$ cat config.mk
export PLATFORM = sky130hd
export DESIGN_NAME = tdp_ctrl
export DESIGN_NICKNAME = d
export VERILOG_FILES = /design/src/design/tdp_pkg.sv /design/src/design/tdp_ctrl.sv
export SDC_FILE = /design/constraint.sdc
export NUM_CORES = 1
export LEC_CHECK = 0
export BUFFER_PORTS_ARGS = -buffer_cell sky130_fd_sc_hd__buf_2
export CAP_MARGIN = 20
export CORE_AREA = 3 3 40 42
export DETAILED_ROUTE_END_ITERATION = 12
export DIE_AREA = 0 0 43 45
export PLACE_DENSITY = 0.49
export SLEW_MARGIN = 20
export SYNTH_ARGS = -nofsm -noshare
export SYNTH_HDL_FRONTEND = slang
export SYNTH_SLANG_ARGS = --single-unit
export TNS_END_PERCENT = 30
$ cat constraint.sdc
create_clock -name clk -period 1.7 [get_ports clk]
set_input_delay 0.085 -clock clk [delete_from_list [all_inputs] [get_ports clk]]
set_output_delay 0.085 -clock clk [all_outputs]
set_load 0.02 [all_outputs]
$ cat src/design/tdp_pkg.sv
// shared types and constants for the trial-division prime test
package tdp_pkg;

  localparam int WIDTH = 32;
  localparam int NW    = WIDTH - 1;        // magnitude bits of a non-negative value
  localparam int SQW   = NW + 2;           // running divisor square
  localparam int CW    = $clog2(NW);       // divider bit counter

  typedef enum logic [2:0] {
    ST_IDLE,
    ST_CLASS,
    ST_BOUND,
    ST_DIV,
    ST_TEST
  } state_t;

  typedef struct packed {
    logic load;       // latch a new value, divisor 3, square 9
    logic div_start;  // clear remainder, point at top bit
    logic div_step;   // one restoring division step
    logic next_div;   // move on to the next odd divisor
  } dp_cmd_t;

  typedef struct packed {
    logic neg;
    logic le1;
    logic lt4;
    logic even;
    logic sq_gt_n;
    logic div_last;
    logic rem_zero;
  } dp_sts_t;

endpackage

$ cat src/design/tdp_ctrl.sv
// sequencing state machine and result register
module tdp_ctrl (
  input  logic             clk,
  input  logic             rst_n,
  input  logic             start,
  output logic             busy,
  output logic             out_valid,
  output logic             out_prime_flag,
  output tdp_pkg::dp_cmd_t cmd,
  input  tdp_pkg::dp_sts_t sts
);
  import tdp_pkg::*;

  state_t state_r, state_nxt;
  logic   valid_r, valid_nxt;
  logic   flag_r, flag_nxt;

  always_ff @(posedge clk) begin
    if (!rst_n) begin
      state_r <= ST_IDLE;
      valid_r <= 1'b0;
    end else begin
      state_r <= state_nxt;
      valid_r <= valid_nxt;
    end
    flag_r <= flag_nxt;
  end

  always_comb begin
    state_nxt = state_r;
    valid_nxt = 1'b0;
    flag_nxt  = flag_r;
    cmd       = '0;
    unique case (state_r)
      ST_IDLE: begin
        if (start) begin
          cmd.load  = 1'b1;
          state_nxt = ST_CLASS;
        end
      end
      ST_CLASS: begin
        priority if (sts.neg || sts.le1) begin
          valid_nxt = 1'b1;
          flag_nxt  = 1'b0;
          state_nxt = ST_IDLE;
        end else if (sts.lt4) begin
          valid_nxt = 1'b1;
          flag_nxt  = 1'b1;
          state_nxt = ST_IDLE;
        end else if (sts.even) begin
          valid_nxt = 1'b1;
          flag_nxt  = 1'b0;
          state_nxt = ST_IDLE;
        end else begin
          state_nxt = ST_BOUND;
        end
      end
      ST_BOUND: begin
        if (sts.sq_gt_n) begin
          valid_nxt = 1'b1;
          flag_nxt  = 1'b1;
          state_nxt = ST_IDLE;
        end else begin
          cmd.div_start = 1'b1;
          state_nxt     = ST_DIV;
        end
      end
      ST_DIV: begin
        cmd.div_step = 1'b1;
        if (sts.div_last) begin
          state_nxt = ST_TEST;
        end
      end
      ST_TEST: begin
        if (sts.rem_zero) begin
          valid_nxt = 1'b1;
          flag_nxt  = 1'b0;
          state_nxt = ST_IDLE;
        end else begin
          cmd.next_div = 1'b1;
          state_nxt    = ST_BOUND;
        end
      end
      default: begin
        state_nxt = ST_IDLE;
      end
    endcase
  end

  assign busy           = (state_r != ST_IDLE);
  assign out_valid      = valid_r;
  assign out_prime_flag = flag_r;

endmodule

# After elaboration in Yosys (flattened, before gate mapping)
# Index checks and enable logic that the tools add are counted.
# W data, S select, Z words.
totals:
  ff_bits: 5
  input_bits: 10
  output_inout_bits: 7
  word_cells: 45
classes:
  eq_ne: 9
  mux: 27
  reduce_logical: 6
op_table:
  columns: ["op", "n"]
  rows:
  - ["$mux W1", 17]
  - ["$pmux W3 S5", 1]
  - ["$mux W2", 5]
  - ["$ne A2 B2 Y1 const B", 4]
  - ["$eq A3 B2 Y1 const B", 2]
  - ["$mux W3", 2]
  - ["$pmux W1 S3", 2]
  - ["$reduce_bool A3 Y1", 2]
  - ["$ne A4 B4 Y1 const B", 1]
  - ["$reduce_and A4 Y1", 1]
  - ["$eq A3 B1 Y1 const B", 1]
  - ["$eq A3 B3 Y1 const B", 1]
  - ["$logic_not A3 Y1", 1]
  - ["$reduce_and A2 Y1", 1]
  - ["$logic_or A1 B1 Y1", 1]

# Longest topological paths before layout
# Gate-level depths: netlist of run 1.
depth:
  depth_word: 4
  mapped_depth: 4
  depth_no_buf: 3

# Least setup slack after synthesis of run 1
# OpenSTA, ideal clock, no wires.
synth_timing:
  kind: "register -> register"
  from: "reg state_r[2]"
  to: "reg flag_r, in the netlist out_prime_flag (enable)"
  setup_time_ns: 0.243
  arrival_time_ns: 1.229
  required_time_ns: 1.457
  slack_ns: 0.228
  stages_incl_launch_ff: 5
  path_buffers: 1
  synth_period_minus_slack_ns: 1.472
  cell_sequence: "dfxtp_1 > buf_6 > nor4b_2 > a211oi_2 > o211a_1"
synth_via:
  elab_chain_len: 3
  word_cells_on_any_way: 8
  classes_between: "eq/ne (6); reduce/logical (2)"
synth_lines:
  columns: ["element", "line", "text"]
  rows:
  - ["start, declared", "tdp_ctrl.sv:14", "state_t state_r, state_nxt;"]
  - ["start signal, assigned", "tdp_ctrl.sv:23", "state_r <= state_nxt;"]
  - ["$eq A3 B1 Y1 (tied with other cells)", "tdp_ctrl.sv:34", "unique case (state_r)"]
  - ["$ne A4 B4 Y1 (no line) (tied with other cells)", null, null]
  - ["$reduce_and A4 Y1 (no line) *", null, null]
  - ["end signal, assigned", "tdp_ctrl.sv:26", "flag_r <= flag_nxt;"]
  - ["end, declared", "tdp_ctrl.sv:16", "logic flag_r, flag_nxt;"]
# Every way passes the cells marked *; elsewhere a longest branch is shown, timed or not.
# A chain may end at the register's enable or synchronous reset.

# Worst setup path after layout of run 1
layout_timing:
  from: "reg state_r[1]"
  to: "reg flag_r, in the netlist out_prime_flag (enable)"
# Same word-level chain as after synthesis.

==> reports/metrics.json, run 1 <==
{
  "setup_path": {
    "critPathArrivalTime_ns": 1.43,
    "critical_path_class": "reg2reg",
    "critical_path.cell_chain": "nor4b_2, a211oi_2, o211a_1",
    "crit_path_top_delay_cell": "sky130_fd_sc_hd__dfxtp_1",
    "crit_cells": 3,
    "crit_path_max_incr_delay_ns": 0.57,
    "worst-endpoint-required_ns": 1.65,
    "worstPathMaxFanout": 12,
    "path_buf_inv": 0,
    "critical_path.startpoint_type": "flip-flop",
    "setup.worst_path.end_class": "flip-flop",
    "register_to_register_path_setup_slack_ns": 0.22,
    "timing.critical_path.max_delay_family": "flip-flops",
    "reg2regPathDepth": 3
  },
  "clocking": {
    "post-cts-setup-buffers": 0,
    "clkSinkCount": 5,
    "hold_buffers": 0,
    "cts_repair_resize_count": 0,
    "clockRootBuffer": "sky130_fd_sc_hd__clkbuf_4",
    "clk-insertion-delay-late_ns": 0.23,
    "tritoncts_clock_tree": "yes",
    "clock_tree.buffer_depth": 2,
    "cts_inserted_buffers": 3,
    "path_clk_slew_ns": 0.04,
    "h_tree_depth": 1
  },
  "grt": {
    "grt_first_pass_wirelength_um": 1131,
    "first_global_vias": 274,
    "grt_use_total_pct": 7.744,
    "global_route.overflow_total": 0,
    "initial_antenna_violation_count": 0,
    "grt_start_max_net_pins": 13
  },
  "final_layout": {
    "seqCellArea_um2": 110.1,
    "layout_commonest_cell": "sky130_fd_sc_hd__buf_2",
    "most-common-layout-cells": "16 x sky130_fd_sc_hd__buf_2, 5 x sky130_fd_sc_hd__nor2_1, 4 x sky130_fd_sc_hd__dfxtp_1, 3 x sky130_fd_sc_hd__a21oi_1, 3 x sky130_fd_sc_hd__clkbuf_4",
    "multi_input_comb_area_um2": 216.5,
    "finish.net_count": 65,
    "fillCellCount": 133,
    "layout-drive-gt1-share_pct": 46.30,
    "insertedDiodeCount": 0,
    "syn2layout_area_growth_pct": 24.83
  },
  "sta": {
    "setup_repair_after_global_routing_missed_its_margin": "no",
    "timing.setup.tns_ns": 0,
    "tightestPinTransition_ns": 0.4386,
    "report.final.hold_viol_count": 0,
    "period_needed_ns": 1.482,
    "timing.fmax_mhz": 674.6,
    "clock_skew_ns": 0.002580,
    "finalSetupViolations": 0,
    "final-max-slew-violation-count": 0,
    "final_worst_path_period_share_pct": 87.20,
    "slew_headroom_pct": 70.72
  },
  "logic_synthesis": {
    "synthesis.yosys.warnings": 0,
    "post_synth_instance_area_um2": 367.9,
    "mean_area_per_synthesized_cell_um2": 9.942,
    "ys_seq_area_share_pct": 29.93,
    "netlist_instances": 37,
    "mappedNetlistNets": 47,
    "ys_seq_elements": 5,
    "synth_cell_types": 22
  },
  "floorplan": {
    "coreArea_um2": 1285,
    "fp.dieArea_um2": 1935,
    "dieWidth_um": 43,
    "die_height_um": 45,
    "initial_core_utilization_pct": 28.63,
    "floorplan.io_pins": 17,
    "placementRows": 13
  },
  "worst_hold_path": {
    "holdPathStages": 2,
    "min-delay-path-class": "in2reg"
  },
  "flow_run": {
    "max_cap_viol_count": 0
  },
  "routing": {
    "vias": 328,
    "drt.antenna.violating_nets": 0,
    "drt_drc_violations_left": 0,
    "totalWireLength_um": 734,
    "wire_per_inst_um": 10.64,
    "dr.first_iter.drc_count": 3,
    "avgViaCountPerCell": 4.754,
    "drt_first_pass_iters": 3
  },
  "placed_design": {
    "port_buffers": 16,
    "dp_hpwl_um": 578.5,
    "gp_congestion": 0.6588
  },
  "power_and_ir_drop": {
    "p_per_area_nw_per_um2": 857.6,
    "design_power_total_mw": 0.3938,
    "vdd.ir_drop.worst_v": 0.0004125,
    "leakage_nw": 0.2176
  },
  "run_status": {
    "status": "finished, final reports clean"
  }
}
==> layer usage <==
layer | GRT usage [%] | share of wire (%) | routed length [um]
met3 | 2.789 | 8.0 | 59
met5 | 0 | 0 | 0
met4 | 1.807 | 0 | 0
met1 | 10.36 | 52 | 384
met2 | 11.98 | 40 | 290
==> per-stage QoR <==
| stage | instances | setup WS, ns | hold slack (ns) | area (um2) | utilization (%) |
|---|---|---|---|---|---|
| 6_report | 69 | 0.2176 | 0.1133 | 459.2 | 35.74 |
| 2_1_floorplan | 37 | 0.2276 | 0.2112 | 367.9 | - |
| 3_3_place_gp | 65 | 0.2517 | 0.3619 | 432.9 | 33.69 |
| 5_1_grt | 69 | 0.1033 | 0.1163 | 459.2 | 35.74 |
| 4_1_cts | 69 | 0.2114 | 0.1135 | 459.2 | 35.74 |
| 3_5_place_dp | 65 | 0.2149 | 0.3552 | 432.9 | 33.69 |
==> synth_stat cells <==
cell type | instances | share of area, %
sky130_fd_sc_hd__edfxtp_1 | 1 | 8.2
sky130_fd_sc_hd__nand2b_1 | 1 | 1.7
sky130_fd_sc_hd__nor4b_2 | 2 | 8.2
sky130_fd_sc_hd__inv_1 | 2 | 2.0
sky130_fd_sc_hd__xor2_1 | 1 | 2.4
sky130_fd_sc_hd__buf_6 | 3 | 9.2
sky130_fd_sc_hd__nor4b_4 | 1 | 6.5
sky130_fd_sc_hd__a211oi_2 | 1 | 3.4
sky130_fd_sc_hd__o2111a_1 | 1 | 3.1
sky130_fd_sc_hd__and3_1 | 1 | 1.7
sky130_fd_sc_hd__a21oi_1 | 3 | 4.1
sky130_fd_sc_hd__o211a_1 | 1 | 2.7
sky130_fd_sc_hd__or3_4 | 1 | 3.1
sky130_fd_sc_hd__o21ai_0 | 1 | 1.4
sky130_fd_sc_hd__a211oi_1 | 1 | 2.0
sky130_fd_sc_hd__a31oi_1 | 1 | 1.7
sky130_fd_sc_hd__nor2_1 | 5 | 5.1
sky130_fd_sc_hd__dfxtp_1 | 4 | 22
sky130_fd_sc_hd__o21ai_2 | 1 | 2.4
sky130_fd_sc_hd__o21bai_1 | 1 | 2.0
sky130_fd_sc_hd__nor3_1 | 2 | 2.7
sky130_fd_sc_hd__and3b_1 | 2 | 4.8
==> kinds of logic (layout without fill, tap and decap cells) <==
| family | Yosys count | after routing | share of synthesized area, % |
|---|---|---|---|
| AND/OR/NAND/NOR | 15 | 15 | 33.68 |
| AO/OA/AOI/OAI | 11 | 11 | 22.79 |
| flip-flops | 5 | 5 | 29.93 |
| buffers and inverters | 5 | 22 | 11.22 |
| XOR/XNOR | 1 | 1 | 2.381 |
==> sequential cells by signal, summed over array words and instances, names as in the netlist <==
register	cells
state_r	3
out_valid	1
out_prime_flag	1
==> where the power goes <==
group | internal (mW) | switching [mW]
logic | 0.0519 | 0.0572
clock network | 0.0882 | 0.0405
registers | 0.136 | 0.0202
total | 0.276 | 0.118
==> layout make-up <==
cell class                 count  share of cell area (%)
clock buffer                   4                   5.722
sequential                     5                   23.98
timing repair buffer          16                   17.44
multi-input combinational     27                   47.14
tap                           15                   4.087
inverter                       2                   1.635
==> path summary, 6_finish.rpt <==
check              from             end
max reg2reg  state_r[1]  out_prime_flag
min reg2reg  state_r[1]       out_valid
max          state_r[1]  out_prime_flag
min              sts[1]      state_r[2]
==> worst reg2reg max path, stage by stage (launching register included) <==
cell and delay [ns]:
sky130_fd_sc_hd__dfxtp_1 0.57, sky130_fd_sc_hd__nor4b_2 0.13, sky130_fd_sc_hd__a211oi_2 0.30, sky130_fd_sc_hd__o211a_1 0.20
Power figures use the tool's default switching activity.
==> run 2: changes to the inputs <==
==> constraint.sdc (replaced) <==
create_clock -name clk -period 1.67 [get_ports clk]
set_input_delay 0.0835 -clock clk [delete_from_list [all_inputs] [get_ports clk]]
set_output_delay 0.0835 -clock clk [all_outputs]
set_load 0.02 [all_outputs]
==> run 2 against run 1 <==
Net effect: flip-flop and latch count unchanged; total power up 3.5%; largest power group unchanged; register-to-register slack about the same; critical path depth up 1; non-clock buffer count up 1; die area unchanged; clock skew up 0.00052 ns; largest cell class unchanged.
==> reports/metrics.json, run 2 (synthesized netlist as in run 1, its figures left out) <==
{
  "final_layout": {
    "postLayoutCellArea_um2": 466.7,
    "flip_flop_count_of_the_largest_register_all_copies_and_words_added": 3,
    "layout_commonest_cell": "sky130_fd_sc_hd__buf_2",
    "largest_register": "state_r",
    "finish.net_count": 66,
    "most-common-layout-cells": "16 x sky130_fd_sc_hd__buf_2, 5 x sky130_fd_sc_hd__nor2_1, 4 x sky130_fd_sc_hd__dfxtp_1, 3 x sky130_fd_sc_hd__a21oi_1, 3 x sky130_fd_sc_hd__clkbuf_4",
    "layout-drive-gt1-share_pct": 47.27,
    "insertedDiodeCount": 0,
    "syn2layout_area_growth_pct": 26.87
  },
  "routing": {
    "wire_per_inst_um": 10.53,
    "drt_drc_violations_left": 0,
    "drt_first_pass_iters": 4,
    "totalWireLength_um": 737,
    "dr.first_iter.drc_count": 3,
    "avgViaCountPerCell": 4.757,
    "drt.antenna.violating_nets": 0,
    "vias": 333
  },
  "floorplan": {
    "floorplan.io_pins": 17,
    "dieWidth_um": 43,
    "coreArea_um2": 1285,
    "placementRows": 13,
    "fp.dieArea_um2": 1935,
    "die_height_um": 45,
    "initial_core_utilization_pct": 28.63
  },
  "setup_path": {
    "reg2regPathDepth": 3,
    "worstPathMaxFanout": 8,
    "reg2reg_from": "state_r[1]",
    "critical_path_class": "reg2out",
    "setup.worst_path.start": "state_r[0]",
    "register_to_register_path_setup_slack_ns": 0.21,
    "setup.worst_path.end_class": "output pin",
    "critical_path.startpoint_type": "flip-flop",
    "critPathArrivalTime_ns": 1.44,
    "endpoint": "cmd[3]",
    "crit-reg2reg-capture": "out_prime_flag",
    "worst-endpoint-required_ns": 1.59
  },
  "sta": {
    "slew_headroom_pct": 71.33,
    "finalSetupViolations": 0,
    "period_needed_ns": 1.522,
    "timing.setup.tns_ns": 0,
    "tightestPinTransition_ns": 0.4295,
    "setup_repair_after_global_routing_missed_its_margin": "no",
    "final-max-slew-violation-count": 0,
    "timing.fmax_mhz": 656.9,
    "postLayoutSetupSlackWorst_ns": 0.1477,
    "report.final.hold_viol_count": 0,
    "final_worst_path_period_share_pct": 91.16,
    "clock_skew_ns": 0.003099
  },
  "placed_design": {
    "gp_congestion": 0.6652,
    "dpl_worst_slack_ns": 0.2001,
    "dp_hpwl_um": 580.1,
    "placedInstanceArea_um2": 440.4,
    "port_buffers": 16
  },
  "grt": {
    "grt_start_max_net_pins": 13,
    "initial_antenna_violation_count": 0,
    "grt_use_total_pct": 8.173,
    "grt_first_pass_wirelength_um": 1200,
    "first_global_vias": 298,
    "global_route.overflow_total": 0
  },
  "clocking": {
    "clkSinkCount": 5,
    "clock_tree.buffer_depth": 2,
    "cts_repair_resize_count": 0,
    "clockRootBuffer": "sky130_fd_sc_hd__clkbuf_4",
    "h_tree_depth": 1,
    "tritoncts_clock_tree": "yes",
    "path_clk_slew_ns": 0.04,
    "cts_inserted_buffers": 3,
    "hold_buffers": 0,
    "post-cts-setup-buffers": 0,
    "clk-insertion-delay-late_ns": 0.23
  },
  "flow_run": {
    "max_cap_viol_count": 0
  },
  "power_and_ir_drop": {
    "vdd.ir_drop.worst_v": 0.0004154,
    "p_per_area_nw_per_um2": 873.3,
    "leakage_nw": 0.2227
  },
  "run_status": {
    "status": "finished, final reports clean"
  },
  "worst_hold_path": {
    "min-delay-path-class": "in2reg"
  }
}
-- run 2: cell count changes in the layout (fill, tap and decap cells not counted), sizes merged --
cell and delta:
buf +1
-- run 2: how the worst min path moves through the flow --
stage	start	end	slack (ns)	cells past startpoint
after global placement	sts[1]	state_r[2]	0.36	2
after detailed placement	rst_n	state_r[1]	0.36	3
after CTS	rst_n	state_r[1]	0.11	3
after floorplan	rst_n	state_r[1]	0.21	2
after global routing	sts[1]	state_r[2]	0.12	2
final	rst_n	state_r[1]	0.12	3
-- run 2: area by class of cell --
class / instances / area [um2]
clock buffers: 4 / 26.28
fillers: 135 / 818.3
inverters: 2 / 7.507
multi-input cells: 27 / 216.5
flip-flops and latches: 5 / 110.1
well taps: 15 / 18.77
repair buffers: 17 / 87.58
-- run 2: power by group --
group	switching, mW	internal [mW]	total (mW)
sequential	0.0183	0.138	0.157
combinational	0.0617	0.0565	0.118
clock	0.0430	0.0899	0.133
total	0.123	0.285	0.408
-- run 2: layer usage --
| layer | GRT usage [%] | wire, um |
|---|---|---|
| met5 | 0 | 0 |
| met4 | 1.807 | 0 |
| met3 | 4.382 | 77 |
| met2 | 12.28 | 292 |
| met1 | 10.41 | 367 |
-- run 2: per-stage QoR --
stage | hold WS [ns] | util [%] | cells | power (mW)
global placement | 0.3615 | 34.27 | 66 | 0.2782
detailed placement | 0.3575 | 34.27 | 66 | 0.2774
CTS | 0.1061 | 36.32 | 70 | 0.4170
global route | 0.1223 | 36.32 | 70 | 0.4365
floorplan | 0.2097 | - | 37 | 0.2451
finish | 0.1156 | 36.32 | 70 | 0.4075
-- run 2: critical path, stage by stage (launching register included) --
cell and delay [ns]:
sky130_fd_sc_hd__dfxtp_1 0.39, sky130_fd_sc_hd__buf_4 0.19, sky130_fd_sc_hd__or3_4 0.38, sky130_fd_sc_hd__nor2_1 0.09, sky130_fd_sc_hd__buf_2 0.16
==> run 3: changes to the inputs <==
--- a/config.mk
+++ b/config.mk
@@ -10,7 +10,7 @@
 export CORE_AREA = 3 3 40 42
 export DETAILED_ROUTE_END_ITERATION = 12
 export DIE_AREA = 0 0 43 45
-export PLACE_DENSITY = 0.49
+export PLACE_DENSITY = 0.61
 export SLEW_MARGIN = 20
 export SYNTH_ARGS = -nofsm -noshare
 export SYNTH_HDL_FRONTEND = slang
==> run 3 against run 2 <==
Net effect: final cell count decreased by 1.4%; non-clock buffer count fell by 1; utilization fell by 0.58 points; sequential share of layout area increased by 0.39 points; combinational power is 6% lower; fmax grew 1.6%; sequential power about the same; total power grew 0.86%; register-to-register slack lost 0.03 ns; routed wire length up 12%; largest cell class unchanged; largest power group unchanged.
==> reports/metrics.json, run 3 (synthesized netlist as in run 1, its figures left out) <==
{
  "run_status": {
    "status": "finished, final reports clean"
  },
  "sta": {
    "postLayoutSetupSlackWorst_ns": 0.1718,
    "timing.setup.tns_ns": 0,
    "final-max-slew-violation-count": 0,
    "finalSetupViolations": 0,
    "final_worst_path_period_share_pct": 89.71,
    "report.final.hold_viol_count": 0,
    "tightestPinTransition_ns": 0.4366,
    "timing.fmax_mhz": 667.5,
    "clock_skew_ns": 0.002044,
    "slew_headroom_pct": 70.85,
    "period_needed_ns": 1.498,
    "setup_repair_after_global_routing_missed_its_margin": "no"
  },
  "final_layout": {
    "insertedDiodeCount": 0,
    "fillCellCount": 147,
    "layout-drive-gt1-share_pct": 46.30,
    "flip_flop_count_of_the_largest_register_all_copies_and_words_added": 3,
    "most-common-layout-cells": "16 x sky130_fd_sc_hd__buf_2, 5 x sky130_fd_sc_hd__nor2_1, 4 x sky130_fd_sc_hd__dfxtp_1, 3 x sky130_fd_sc_hd__a21oi_1, 3 x sky130_fd_sc_hd__clkbuf_4",
    "layout_commonest_cell": "sky130_fd_sc_hd__buf_2",
    "finish.net_count": 65,
    "postLayoutCellArea_um2": 459.2,
    "syn2layout_area_growth_pct": 24.83,
    "largest_register": "state_r"
  },
  "routing": {
    "drt_drc_violations_left": 0,
    "totalWireLength_um": 824,
    "dr.first_iter.drc_count": 2,
    "drt.antenna.violating_nets": 0,
    "wire_per_inst_um": 11.94,
    "avgViaCountPerCell": 4.884,
    "vias": 337,
    "drt_first_pass_iters": 4
  },
  "grt": {
    "grt_use_total_pct": 9.758,
    "grt_first_pass_wirelength_um": 1324,
    "grt_start_max_net_pins": 13,
    "first_global_vias": 300,
    "global_route.overflow_total": 0,
    "initial_antenna_violation_count": 0
  },
  "power_and_ir_drop": {
    "leakage_nw": 0.2176,
    "p_per_area_nw_per_um2": 895.2,
    "power.share.sequential_pct": 38.8,
    "share_comb_of_total_power_pct": 27.1,
    "p_clk_share_pct": 34.1,
    "fraction_of_power_spent_switching_nets_pct": 31.55,
    "power.internal_mw": 0.2814,
    "vdd.ir_drop.worst_v": 0.0003506,
    "design_power_total_mw": 0.4110,
    "net-switching-power_mw": 0.1297
  },
  "clocking": {
    "cts_repair_resize_count": 0,
    "post-cts-setup-buffers": 0,
    "clk-insertion-delay-late_ns": 0.24,
    "path_clk_slew_ns": 0.04,
    "cts_inserted_buffers": 3,
    "clock_tree.buffer_depth": 2,
    "clkSinkCount": 5,
    "clockRootBuffer": "sky130_fd_sc_hd__clkbuf_4",
    "h_tree_depth": 1,
    "hold_buffers": 0,
    "tritoncts_clock_tree": "yes"
  },
  "floorplan": {
    "die_height_um": 45,
    "floorplan.io_pins": 17,
    "initial_core_utilization_pct": 28.63,
    "fp.dieArea_um2": 1935,
    "coreArea_um2": 1285,
    "dieWidth_um": 43,
    "placementRows": 13
  },
  "placed_design": {
    "dp_hpwl_um": 615.4,
    "dpl_worst_slack_ns": 0.1989,
    "port_buffers": 16,
    "placedInstanceArea_um2": 432.9,
    "gp_congestion": 0.7233
  },
  "setup_path": {
    "critical_path.cell_chain": "nor4b_2, buf_2",
    "crit_path_max_incr_delay_ns": 0.58,
    "critical_path_class": "reg2out",
    "crit_path_top_delay_cell": "sky130_fd_sc_hd__dfxtp_1",
    "worstPathMaxFanout": 12,
    "critPathArrivalTime_ns": 1.41,
    "critical_path.startpoint_type": "flip-flop",
    "worst-endpoint-required_ns": 1.59,
    "setup.worst_path.end_class": "output pin"
  },
  "flow_run": {
    "max_cap_viol_count": 0
  },
  "worst_hold_path": {
    "min-delay-path-class": "in2reg"
  }
}
run 3: final timing paths:
| path | startpoint | endpoint | slack (ns) | cells past startpoint |
|---|---|---|---|---|
| worst min register to register | state_r[1] | out_valid | 0.77 | 1 |
| worst max-delay path | state_r[1] | cmd[2] | 0.17 | 2 |
| worst min-delay path | rst_n | state_r[1] | 0.10 | 3 |
| worst max register to register | state_r[1] | out_prime_flag | 0.18 | 3 |
run 3: area by class of cell:
class | count | area [um2] | area share [%]
clock buffers | 4 | 26.28 | 5.722
inverters | 2 | 7.507 | 1.635
multi-input cells | 27 | 216.5 | 47.14
flip-flops and latches | 5 | 110.1 | 23.98
well taps | 15 | 18.77 | 4.087
repair buffers | 16 | 80.08 | 17.44
run 3: metrics by stage:
step	hold slack [ns]	instances	util, %
2_1_floorplan	0.2097	37	-
3_3_place_gp	0.3615	65	33.69
3_5_place_dp	0.3542	65	33.69
4_1_cts	0.09576	69	35.74
5_1_grt	0.09609	69	35.74
6_report	0.1021	69	35.74
run 3: metal layers:
metal  vias to the layer above  track usage, %  share of wire, %
met2                        16           13.17                44
met1                       147           11.62                44
met4                         0           7.229               1.2
li1                        172               -                 -
met3                         2           5.179                10
met5                         -               0                 0
run 3: power by group through the flow:
stage	logic (mW)	clock network (mW)	registers [mW]
after floorplan	0.0885	0	0.157
after global placement	0.113	0	0.159
after detailed placement	0.112	0	0.162
after CTS	0.113	0.146	0.160
after global routing	0.122	0.159	0.163
final	0.111	0.140	0.160
run 3: worst max-delay path: cells and delay by family, from the launching register on:
kind | cells | cell delay [ns]
AND/OR/NAND/NOR | 1 | 0.37
buffers and inverters | 1 | 0.23
flip-flops | 1 | 0.58
